`src/sv/lgcl_pkg.sv`:
```
package lgcl_pkg;

    // Field and datapath widths.
    localparam int COORD_W  = 32;
    localparam int CFG_W    = 25;
    localparam int LVL_OUT_W = 5;
    localparam int SUM_W    = 33;
    localparam int LEN_W    = 34;
    localparam int WIDE_W   = 36;
    localparam int DIV_STEPS = 32;

    // Cell size register reset value and floor.
    localparam logic [CFG_W-1:0] CELL_SIZE_RESET = 25'd12800;
    localparam logic [CFG_W-1:0] MIN_CELL_SIZE   = 25'd1600;

    // Level limits.
    localparam int MAX_LEVEL_DEFAULT = 31;
    localparam int LEVEL_HARD_CAP    = 39;

    // One input beat: the box corners.
    typedef struct packed {
        logic signed [COORD_W-1:0] box_min_x;
        logic signed [COORD_W-1:0] box_min_y;
        logic signed [COORD_W-1:0] box_min_z;
        logic signed [COORD_W-1:0] box_max_x;
        logic signed [COORD_W-1:0] box_max_y;
        logic signed [COORD_W-1:0] box_max_z;
    } in_beat_t;

    // One result beat: the cell that holds the box.
    typedef struct packed {
        logic signed [COORD_W-1:0] cell_x;
        logic signed [COORD_W-1:0] cell_y;
        logic signed [COORD_W-1:0] cell_z;
        logic [LVL_OUT_W-1:0]      grid_level;
        logic signed [COORD_W-1:0] cell_min_x;
        logic signed [COORD_W-1:0] cell_min_y;
        logic signed [COORD_W-1:0] cell_min_z;
        logic [COORD_W-1:0]        cell_edge;
    } out_beat_t;

    // Controller states.
    typedef enum logic [2:0] {
        ST_IDLE,
        ST_EDGE,
        ST_LEVEL,
        ST_PREP,
        ST_DIV,
        ST_FIN
    } state_t;

    // Commands from the controller to the datapath.
    typedef struct packed {
        logic load;
        logic edge_max;
        logic level_step;
        logic prep;
        logic div_step;
        logic out_load;
    } cmd_t;

    // Status from the datapath to the controller.
    typedef struct packed {
        logic level_done;
    } status_t;

endpackage

```
`src/sv/loose_grid_cell_locator.sv`:
```
// Channel   Ports                          Payload
// input     s_valid, s_ready, s_data       box min and max corners
// result    m_valid, m_ready, m_data       cell coordinates, level, corner, edge
// config    cfg_we, cfg_wdata              cell_size, written without wait
//
// Each box runs a level search, one level per step, with level at most 22 for
// any box, then the three bit-serial restoring dividers, which run side by side,
// one axis each; the next box is taken only after its result is loaded.
// Reset is synchronous and active low; it restores cell_size to 12800.
// A finished result waits in the output register while the next box is taken in.
// A box whose result finds that register still full waits until it is taken.
module loose_grid_cell_locator #(
    parameter int MAX_LEVEL = lgcl_pkg::MAX_LEVEL_DEFAULT
) (
    input  logic                        aclk,
    input  logic                        aresetn,
    input  logic                        cfg_we,
    input  logic [lgcl_pkg::CFG_W-1:0]  cfg_wdata,
    input  logic                        s_valid,
    output logic                        s_ready,
    input  lgcl_pkg::in_beat_t          s_data,
    output logic                        m_valid,
    input  logic                        m_ready,
    output lgcl_pkg::out_beat_t         m_data
);
    import lgcl_pkg::*;

    cmd_t    cmd;
    status_t status;

    // Sequencer.
    lgcl_ctrl u_ctrl (
        .aclk    (aclk),
        .aresetn (aresetn),
        .s_valid (s_valid),
        .s_ready (s_ready),
        .m_valid (m_valid),
        .m_ready (m_ready),
        .status  (status),
        .cmd     (cmd)
    );

    // Arithmetic and result register.
    lgcl_dp #(
        .MAX_LEVEL (MAX_LEVEL)
    ) u_dp (
        .aclk      (aclk),
        .aresetn   (aresetn),
        .cfg_we    (cfg_we),
        .cfg_wdata (cfg_wdata),
        .in_beat   (s_data),
        .cmd       (cmd),
        .status    (status),
        .out_beat  (m_data)
    );

endmodule

```
`src/sv/lgcl_div.sv`:
```
module lgcl_div (
    input  logic                        aclk,
    input  logic                        start,
    input  logic                        step,
    input  logic [31:0]                 dividend,
    input  logic [lgcl_pkg::CFG_W-1:0]  divisor,
    output logic [31:0]                 quotient,
    output logic [lgcl_pkg::CFG_W-1:0]  remainder
);
    import lgcl_pkg::*;

    logic [CFG_W-1:0] rem_reg;
    logic [CFG_W-1:0] rem_next;
    logic [31:0]      quo_reg;
    logic [31:0]      quo_next;
    logic [CFG_W:0]   trial;
    logic [CFG_W+1:0] trial_diff;
    logic             fits;

    // One restoring step: bring down the next dividend bit and try a subtract.
    always_comb begin
        trial      = {rem_reg, quo_reg[31]};
        trial_diff = {1'b0, trial} - {2'b00, divisor};
        fits       = !trial_diff[CFG_W+1];
        rem_next   = fits ? trial_diff[CFG_W-1:0] : trial[CFG_W-1:0];
        quo_next   = {quo_reg[30:0], fits};
    end

    // The quotient register starts out holding the dividend and shifts it out.
    always_ff @(posedge aclk) begin
        if (start) begin
            rem_reg <= '0;
            quo_reg <= dividend;
        end else if (step) begin
            rem_reg <= rem_next;
            quo_reg <= quo_next;
        end
    end

    assign quotient  = quo_reg;
    assign remainder = rem_reg;

endmodule

```
`src/sv/lgcl_dp.sv`:
```
module lgcl_dp #(
    parameter int MAX_LEVEL = lgcl_pkg::MAX_LEVEL_DEFAULT
) (
    input  logic                        aclk,
    input  logic                        aresetn,
    input  logic                        cfg_we,
    input  logic [lgcl_pkg::CFG_W-1:0]  cfg_wdata,
    input  lgcl_pkg::in_beat_t          in_beat,
    input  lgcl_pkg::cmd_t              cmd,
    output lgcl_pkg::status_t           status,
    output lgcl_pkg::out_beat_t         out_beat
);
    import lgcl_pkg::*;

    localparam int LEVEL_CAP_I = (MAX_LEVEL < LEVEL_HARD_CAP) ? MAX_LEVEL : LEVEL_HARD_CAP;
    localparam int LVL_W       = $clog2(LEVEL_CAP_I + 1);
    localparam int SH_W        = LVL_W + 1;
    localparam logic [LVL_W-1:0] LEVEL_CAP = LVL_W'(LEVEL_CAP_I);

    logic [CFG_W-1:0]        cell_size_reg;
    logic [CFG_W-1:0]        cs_reg;
    logic [CFG_W-1:0]        cs_eff;
    logic signed [SUM_W-1:0] sum_reg [3];
    logic [COORD_W-1:0]      edge_len_reg [3];
    logic [COORD_W-1:0]      big_reg;
    logic [LEN_W-1:0]        len_reg;
    logic [LVL_W-1:0]        level_reg;
    logic                    neg_reg [3];
    out_beat_t               out_reg;

    logic signed [COORD_W-1:0] mn [3];
    logic signed [COORD_W-1:0] mx [3];
    logic signed [SUM_W-1:0]   sum_w [3];
    logic signed [SUM_W-1:0]   diff_w [3];
    logic [COORD_W-1:0]        edge_w [3];
    logic [COORD_W-1:0]        big_w;
    logic [SH_W-1:0]           sh;
    logic signed [SUM_W-1:0]   n_shift [3];
    logic [31:0]               dividend_w [3];
    logic [31:0]               quo_w [3];
    logic [CFG_W-1:0]          rem_w [3];
    logic [WIDE_W-1:0]         mask_w;
    logic signed [WIDE_W-1:0]  q_wide [3];
    logic [CFG_W-1:0]          r1_w [3];
    logic signed [WIDE_W-1:0]  sum_wide [3];
    logic signed [WIDE_W-1:0]  r_wide [3];
    logic signed [WIDE_W-1:0]  base_wide [3];
    logic signed [WIDE_W-1:0]  half_wide [3];
    logic [COORD_W-1:0]        q_sat [3];
    logic [COORD_W-1:0]        min_sat [3];

    // Clamp a wide signed value to the signed 32 bit range.
    function automatic logic [COORD_W-1:0] sat_coord(input logic signed [WIDE_W-1:0] v);
        logic [COORD_W-1:0] res;
        if (&v[WIDE_W-1:COORD_W-1] || !(|v[WIDE_W-1:COORD_W-1])) begin
            res = v[COORD_W-1:0];
        end else if (v[WIDE_W-1]) begin
            res = {1'b1, {(COORD_W-1){1'b0}}};
        end else begin
            res = {1'b0, {(COORD_W-1){1'b1}}};
        end
        return res;
    endfunction

    // Configuration register.
    always_ff @(posedge aclk) begin
        if (!aresetn) begin
            cell_size_reg <= CELL_SIZE_RESET;
        end else if (cfg_we) begin
            cell_size_reg <= cfg_wdata;
        end
    end

    assign cs_eff = (cell_size_reg < MIN_CELL_SIZE) ? MIN_CELL_SIZE : cell_size_reg;

    // Per-axis centre sums and box edges; an inverted axis counts as zero.
    always_comb begin
        mn[0] = in_beat.box_min_x;
        mn[1] = in_beat.box_min_y;
        mn[2] = in_beat.box_min_z;
        mx[0] = in_beat.box_max_x;
        mx[1] = in_beat.box_max_y;
        mx[2] = in_beat.box_max_z;
        for (int i = 0; i < 3; i++) begin
            sum_w[i]  = {mn[i][COORD_W-1], mn[i]} + {mx[i][COORD_W-1], mx[i]};
            diff_w[i] = {mx[i][COORD_W-1], mx[i]} - {mn[i][COORD_W-1], mn[i]};
            edge_w[i] = diff_w[i][SUM_W-1] ? '0 : diff_w[i][COORD_W-1:0];
        end
    end

    // Largest edge of the three.
    always_comb begin
        big_w = edge_len_reg[0];
        if (edge_len_reg[1] > big_w) begin
            big_w = edge_len_reg[1];
        end
        if (edge_len_reg[2] > big_w) begin
            big_w = edge_len_reg[2];
        end
    end

    // Level search ends at the cap or once the cell covers the largest edge.
    assign status.level_done = !((level_reg < LEVEL_CAP) && (len_reg < {2'b00, big_reg}));

    // Capture, edge maximum and one level per step.
    always_ff @(posedge aclk) begin
        if (!aresetn) begin
            level_reg <= '0;
        end else if (cmd.edge_max) begin
            level_reg <= '0;
        end else if (cmd.level_step && !status.level_done) begin
            level_reg <= level_reg + LVL_W'(1);
        end
    end

    always_ff @(posedge aclk) begin
        if (cmd.load) begin
            cs_reg <= cs_eff;
            for (int i = 0; i < 3; i++) begin
                sum_reg[i]      <= sum_w[i];
                edge_len_reg[i] <= edge_w[i];
            end
        end
        if (cmd.edge_max) begin
            big_reg <= big_w;
            len_reg <= {{(LEN_W-CFG_W){1'b0}}, cs_reg};
        end else if (cmd.level_step && !status.level_done) begin
            len_reg <= {len_reg[LEN_W-2:0], 1'b0};
        end
    end

    // Divide by two to the level plus one first; the rest goes to the dividers.
    assign sh = SH_W'(level_reg) + SH_W'(1);

    always_comb begin
        for (int i = 0; i < 3; i++) begin
            n_shift[i]    = sum_reg[i] >>> sh;
            dividend_w[i] = n_shift[i][SUM_W-1] ? ~n_shift[i][31:0] : n_shift[i][31:0];
        end
    end

    always_ff @(posedge aclk) begin
        if (cmd.prep) begin
            for (int i = 0; i < 3; i++) begin
                neg_reg[i] <= n_shift[i][SUM_W-1];
            end
        end
    end

    // One divider lane per axis, stepped together.
    for (genvar g = 0; g < 3; g++) begin : g_lane
        lgcl_div u_div (
            .aclk      (aclk),
            .start     (cmd.prep),
            .step      (cmd.div_step),
            .dividend  (dividend_w[g]),
            .divisor   (cs_reg),
            .quotient  (quo_w[g]),
            .remainder (rem_w[g])
        );
    end

    // Floor quotient, full remainder and cell corner from the remainder.
    assign mask_w = ~({WIDE_W{1'b1}} << sh);

    always_comb begin
        for (int i = 0; i < 3; i++) begin
            q_wide[i]    = neg_reg[i] ? ~{4'b0000, quo_w[i]} : {4'b0000, quo_w[i]};
            r1_w[i]      = neg_reg[i] ? (cs_reg - CFG_W'(1) - rem_w[i]) : rem_w[i];
            sum_wide[i]  = {{(WIDE_W-SUM_W){sum_reg[i][SUM_W-1]}}, sum_reg[i]};
            r_wide[i]    = ({{(WIDE_W-CFG_W){1'b0}}, r1_w[i]} << sh) | (sum_wide[i] & mask_w);
            base_wide[i] = sum_wide[i] - r_wide[i];
            half_wide[i] = base_wide[i] >>> 1;
            q_sat[i]     = sat_coord(q_wide[i]);
            min_sat[i]   = sat_coord(half_wide[i]);
        end
    end

    // Result register.
    always_ff @(posedge aclk) begin
        if (cmd.out_load) begin
            out_reg.cell_x     <= q_sat[0];
            out_reg.cell_y     <= q_sat[1];
            out_reg.cell_z     <= q_sat[2];
            out_reg.grid_level <= LVL_OUT_W'(level_reg);
            out_reg.cell_min_x <= min_sat[0];
            out_reg.cell_min_y <= min_sat[1];
            out_reg.cell_min_z <= min_sat[2];
            out_reg.cell_edge  <= (|len_reg[LEN_W-1:COORD_W]) ? {COORD_W{1'b1}}
                                                              : len_reg[COORD_W-1:0];
        end
    end

    assign out_beat = out_reg;

`ifndef NO_ASSERTIONS
    // The level search never runs past its cap.
    a_level_cap: assert property (@(posedge aclk) disable iff (!aresetn)
        level_reg <= LEVEL_CAP)
        else $error("grid level beyond cap");
`endif

endmodule

```
`src/sv/lgcl_ctrl.sv`:
```
module lgcl_ctrl (
    input  logic                aclk,
    input  logic                aresetn,
    input  logic                s_valid,
    output logic                s_ready,
    output logic                m_valid,
    input  logic                m_ready,
    input  lgcl_pkg::status_t   status,
    output lgcl_pkg::cmd_t      cmd
);
    import lgcl_pkg::*;

    localparam int CNT_W = $clog2(DIV_STEPS);
    localparam logic [CNT_W-1:0] CNT_LAST = CNT_W'(DIV_STEPS - 1);

    state_t           state_reg;
    state_t           state_next;
    logic [CNT_W-1:0] cnt_reg;
    logic [CNT_W-1:0] cnt_next;
    logic             m_valid_reg;
    logic             m_valid_next;
    logic             out_free;

    assign out_free = !m_valid_reg || m_ready;

    // Next state.
    always_comb begin
        state_next = state_reg;
        unique case (state_reg)
            ST_IDLE:  begin
                if (s_valid) begin
                    state_next = ST_EDGE;
                end
            end
            ST_EDGE:  begin
                state_next = ST_LEVEL;
            end
            ST_LEVEL: begin
                if (status.level_done) begin
                    state_next = ST_PREP;
                end
            end
            ST_PREP:  begin
                state_next = ST_DIV;
            end
            ST_DIV:   begin
                if (cnt_reg == CNT_LAST) begin
                    state_next = ST_FIN;
                end
            end
            ST_FIN:   begin
                if (out_free) begin
                    state_next = ST_IDLE;
                end
            end
            default:  begin
                state_next = ST_IDLE;
            end
        endcase
    end

    // Commands and input ready.
    always_comb begin
        cmd     = '0;
        s_ready = 1'b0;
        unique case (state_reg)
            ST_IDLE:  begin
                s_ready  = 1'b1;
                cmd.load = s_valid;
            end
            ST_EDGE:  begin
                cmd.edge_max = 1'b1;
            end
            ST_LEVEL: begin
                cmd.level_step = 1'b1;
            end
            ST_PREP:  begin
                cmd.prep = 1'b1;
            end
            ST_DIV:   begin
                cmd.div_step = 1'b1;
            end
            ST_FIN:   begin
                cmd.out_load = out_free;
            end
            default:  begin
                cmd = '0;
            end
        endcase
    end

    // Divider step counter and result valid.
    always_comb begin
        cnt_next     = (state_reg == ST_DIV) ? cnt_reg + CNT_W'(1) : '0;
        m_valid_next = cmd.out_load ? 1'b1 : (m_ready ? 1'b0 : m_valid_reg);
    end

    always_ff @(posedge aclk) begin
        if (!aresetn) begin
            state_reg   <= ST_IDLE;
            cnt_reg     <= '0;
            m_valid_reg <= 1'b0;
        end else begin
            state_reg   <= state_next;
            cnt_reg     <= cnt_next;
            m_valid_reg <= m_valid_next;
        end
    end

    assign m_valid = m_valid_reg;

`ifndef NO_ASSERTIONS
    // An accepted beat starts the edge step on the next cycle.
    a_accept_start: assert property (@(posedge aclk) disable iff (!aresetn)
        (s_valid && s_ready) |=> (state_reg == ST_EDGE))
        else $error("accepted beat did not start work");

    // The step counter runs only during division.
    a_cnt_div: assert property (@(posedge aclk) disable iff (!aresetn)
        (cnt_reg != '0) |-> (state_reg == ST_DIV))
        else $error("divider counter active outside division");

    // A new result never overwrites one that is still waiting.
    a_no_overwrite: assert property (@(posedge aclk) disable iff (!aresetn)
        cmd.out_load |-> (!m_valid_reg || m_ready))
        else $error("result overwritten before it was taken");
`endif

endmodule

```
`config.mk`:
```
export PLATFORM = sky130hd
export DESIGN_NAME = loose_grid_cell_locator
export DESIGN_NICKNAME = d
export VERILOG_FILES = /design/src/sv/lgcl_pkg.sv /design/src/sv/loose_grid_cell_locator.sv /design/src/sv/lgcl_div.sv /design/src/sv/lgcl_dp.sv /design/src/sv/lgcl_ctrl.sv
export SDC_FILE = /design/constraint.sdc
export NUM_CORES = 2
export LEC_CHECK = 0
export BUFFER_PORTS_ARGS = -buffer_cell sky130_fd_sc_hd__buf_2
export CAP_MARGIN = 10
export CORE_ASPECT_RATIO = 0.6
export CORE_MARGIN = 4
export CORE_UTILIZATION = 40
export CTS_CLUSTER_SIZE = 14
export DETAILED_ROUTE_END_ITERATION = 10
export PLACE_DENSITY = 0.55
export SETUP_SLACK_MARGIN = 0.4
export SLEW_MARGIN = 20
export SYNTH_ARGS = -nofsm -noshare
export SYNTH_HDL_FRONTEND = slang
export SYNTH_SLANG_ARGS = --single-unit
```
`constraint.sdc`:
```
create_clock -name aclk -period 15.9 [get_ports aclk]
set_clock_uncertainty 0.15 [all_clocks]
set_input_delay 1.59 -clock aclk [delete_from_list [all_inputs] [get_ports aclk]]
set_output_delay 1.59 -clock aclk [all_outputs]
set_load 0.01 [all_outputs]
```
==> impl_metrics.csv <==
group,metric,value,unit
run_status,outcome,"complete, no violations",
drt,wl_met2,105.5,mm
logic_synthesis,synthDominantCellAreaShare,28.21,%
clocking,cts_buffers,75,
clocking,post_cts_buffers,0,
placement,portBuffers,452,
setup_path,r2r_cells,35,
sta,rsz0062_at_grt,"false",
drt,topRoutingLayerUsed,"met4",
setup_path,crit_path_end_kind,"flop",
logic_synthesis,syn_area,64390,µm²
power_and_ir_drop,power,13.65,mW
clocking,root_buffer,"clkbuf_16",
sta,tns,0,ps
logic_synthesis,seq_area_frac_synth,32.04,%
sta,drv_slew,0,
setup_path,critPathLaunchType,"flop",
drt,wl_met1,133.7,mm
job,cap_violations,0,
floorplanning,num_io_pins,453,
clocking,clock_path_buffers,3,
drt,routedWlPerCell,28.63,µm
logic_synthesis,synth_most_common_cell,"edfxtp_1",
clocking,clk_latency,720,ps
drt,vias,59130,
sta,relSlewSlack,13.29,%
sta,fmax,0.08905,GHz
floorplanning,die-area,167700,µm²
floorplanning,fp.dieW,526.0,µm
sta,hold_viol,0,
setup_path,path_max_fanout,31,
placement,dp.cells,9510,
drt,avgViaCountPerCell,6.123,
sta,setup_viol,0,
logic_synthesis,synth_area_leaders,"edfxtp_1, ha_1, mux2i_1",
finish,fin_cells,9656,
global_route,grt_max_degree,145,
setup_path,crit_cells,35,
power_and_ir_drop,p_per_area,191.6,nW/µm²
hold_path,worstHoldStart,"u_ctrl.cnt_reg[0]",
setup_path,cpMaxStageDelayCell,"nor4_1",
floorplanning,start_util,40.48,%
setup_path,worstSetupPathType,"flop to flop",
finish,largest_reg_flops,229,
logic_synthesis,synth_ff_type,"edfxtp_1",
logic_synthesis,synth-seq-cells,728,
floorplanning,core-area,159100,µm²
logic_synthesis,synth_top_area_cell,"edfxtp_1",
finish,syn_to_final_growth,10.62,%
hold_path,hold_path_class,"flop to flop",
power_and_ir_drop,peakVddDrop,0.00009244,V
sta,fin_ws,4671,ps
logic_synthesis,syn_avg_cell_area,8.896,µm²
logic_synthesis,yosys-top-cells-count,"edfxtp_1, nor2_1, a21oi_1",
drt,drt-total-wl,276.5,mm
setup_path,max_stage_delay,880,ps
drt,route.met3.wl,32.14,mm
logic_synthesis,synthArstFlopShare,0,%
setup_path,critPathLaunch,"u_dp.cs_reg[1]",
sta,period_minus_slack,11230,ps
clocking,cts_tree,"done",
setup_path,crit_top_cell,"nand2_1",
setup_path,reg2reg_slack,4670,ps
placement,dpl.hpwl,222.7,mm
global_route,grt_use_total,31.56,%
drt,drt_drc_violations_left,0,
sta,fin_crit_sh,70.62,%
global_route,grt_overflow,0,
setup_path,r2r_start,"u_dp.cs_reg[1]",
clocking,holdBufCountCts,0,
setup_path,worstSetupEndpoint,"u_dp.out_beat[37]",
global_route,grt_pass1_wl,391.5,mm
logic_synthesis,synth_edf_count,605,
logic_synthesis,syn_nets,8024,
clocking,cts_resized,0,
setup_path,cp_num_buf_inv,1,
drt,ant_nets,0,
setup_path,cpLargestDelayFamily,"compound AO/OA/AOI/OAI gates",
finish,design_area,71230,µm²
placement,gp_congestion,1.011,
global_route,antenna_found_initial,35,
setup_path,r2r_end,"u_dp.out_beat[37]",
clocking,cts.sinks,728,
floorplanning,row_count,113,
setup_path,arrival,11650,ps
hold_path,hold_path_depth,1,
setup_path,required,16320,ps
global_route,grt_pass1_vias,54260,
logic_synthesis,synth_warnings,0,
finish,drive_gt1_share,11.90,%
power_and_ir_drop,power.leakage,30.11,nW
logic_synthesis,ys_types,100,
placement,dp_slack,5105,ps
finish,layout.nets,8248,
placement,placed_area,68700,µm²
clocking,cts.htree.levels,3,
logic_synthesis,syn_inst,7238,
floorplanning,die_y,318.8,µm
drt,drtIter0Drc,7268,
drt,dr.pass1.iters,6,
sta,tightest_slew,1296,ps
clocking,clkTransAtPathRegs,80,ps
-- cells in the final DEF, fill, tap and decap left out, types with 115 or more instances in the layout --
cell / netlist / layout
nor2_1: 603 / 599
xor2_1: 144 / 144
nand2_1: 537 / 537
edfxtp_1: 605 / 605
buf_2: 17 / 452
dfxtp_1: 123 / 122
ha_1: 549 / 546
o21ai_0: 395 / 392
a21o_1: 238 / 238
inv_1: 480 / 479
mux2i_1: 413 / 411
a21oi_1: 590 / 588
a211oi_1: 116 / 115
nor3_1: 141 / 140
nor2b_1: 126 / 125
xnor2_1: 289 / 285
-- cell families after synthesis --
family | Yosys count | synth area share (%)
AOI/OAI and AO/OA | 2151 | 21.64
and+or+nand+nor | 1928 | 14.05
buffers and inverters | 884 | 5.239
DFF | 728 | 32.04
adders and majority gates | 564 | 11.13
muxes | 548 | 9.953
xor gates and xnor gates | 435 | 5.940
-- area by class of cell --
type / count / area [µm²]
fill: 15620 / 87830
multi-input combinational: 5626 / 40610
sequential: 728 / 20630
timing repair buffer: 546 / 3000
tap: 2127 / 2661
clock buffer: 90 / 1973
inverter: 485 / 1829
clock inverter: 48 / 508.0
antenna: 6 / 15.01
-- power by group --
| group | internal [mW] | leakage [nW] | switching, mW | total, mW |
|---|---|---|---|---|
| registers | 2.54 | 6.62 | 0.499 | 3.04 |
| clock network | 0.975 | 1.20 | 0.849 | 1.82 |
| logic | 3.29 | 22.3 | 5.49 | 8.79 |
-- per-layer routing --
| metal | up-vias | track usage (%) |
|---|---|---|
| met3 | 247 | 9.464 |
| met4 | 0 | 5.960 |
| met5 | - | 0 |
| met2 | 2834 | 41.89 |
| met1 | 29000 | 49.56 |
| li1 | 27040 | - |
-- metrics by stage --
step	hold WS (ps)	utilization, %
global route	321.6	44.77
floorplan	256.4	-
global placement	286.1	43.18
detailed placement	291.7	43.19
CTS	299.4	44.75
finish	315.0	44.78
-- worst min-delay path by stage --
stage / end / slack [ps]
after global placement: u_ctrl.cnt_reg[0] / 290
after detailed placement: u_dp.cs_reg[21] / 290
after CTS: u_dp.cs_reg[13] / 300
final: u_ctrl.cnt_reg[0] / 310
after global routing: u_dp.cs_reg[21] / 320
after floorplan: u_dp.out_beat[132] / 260
Note: power is estimated with default switching activity, not from simulation.
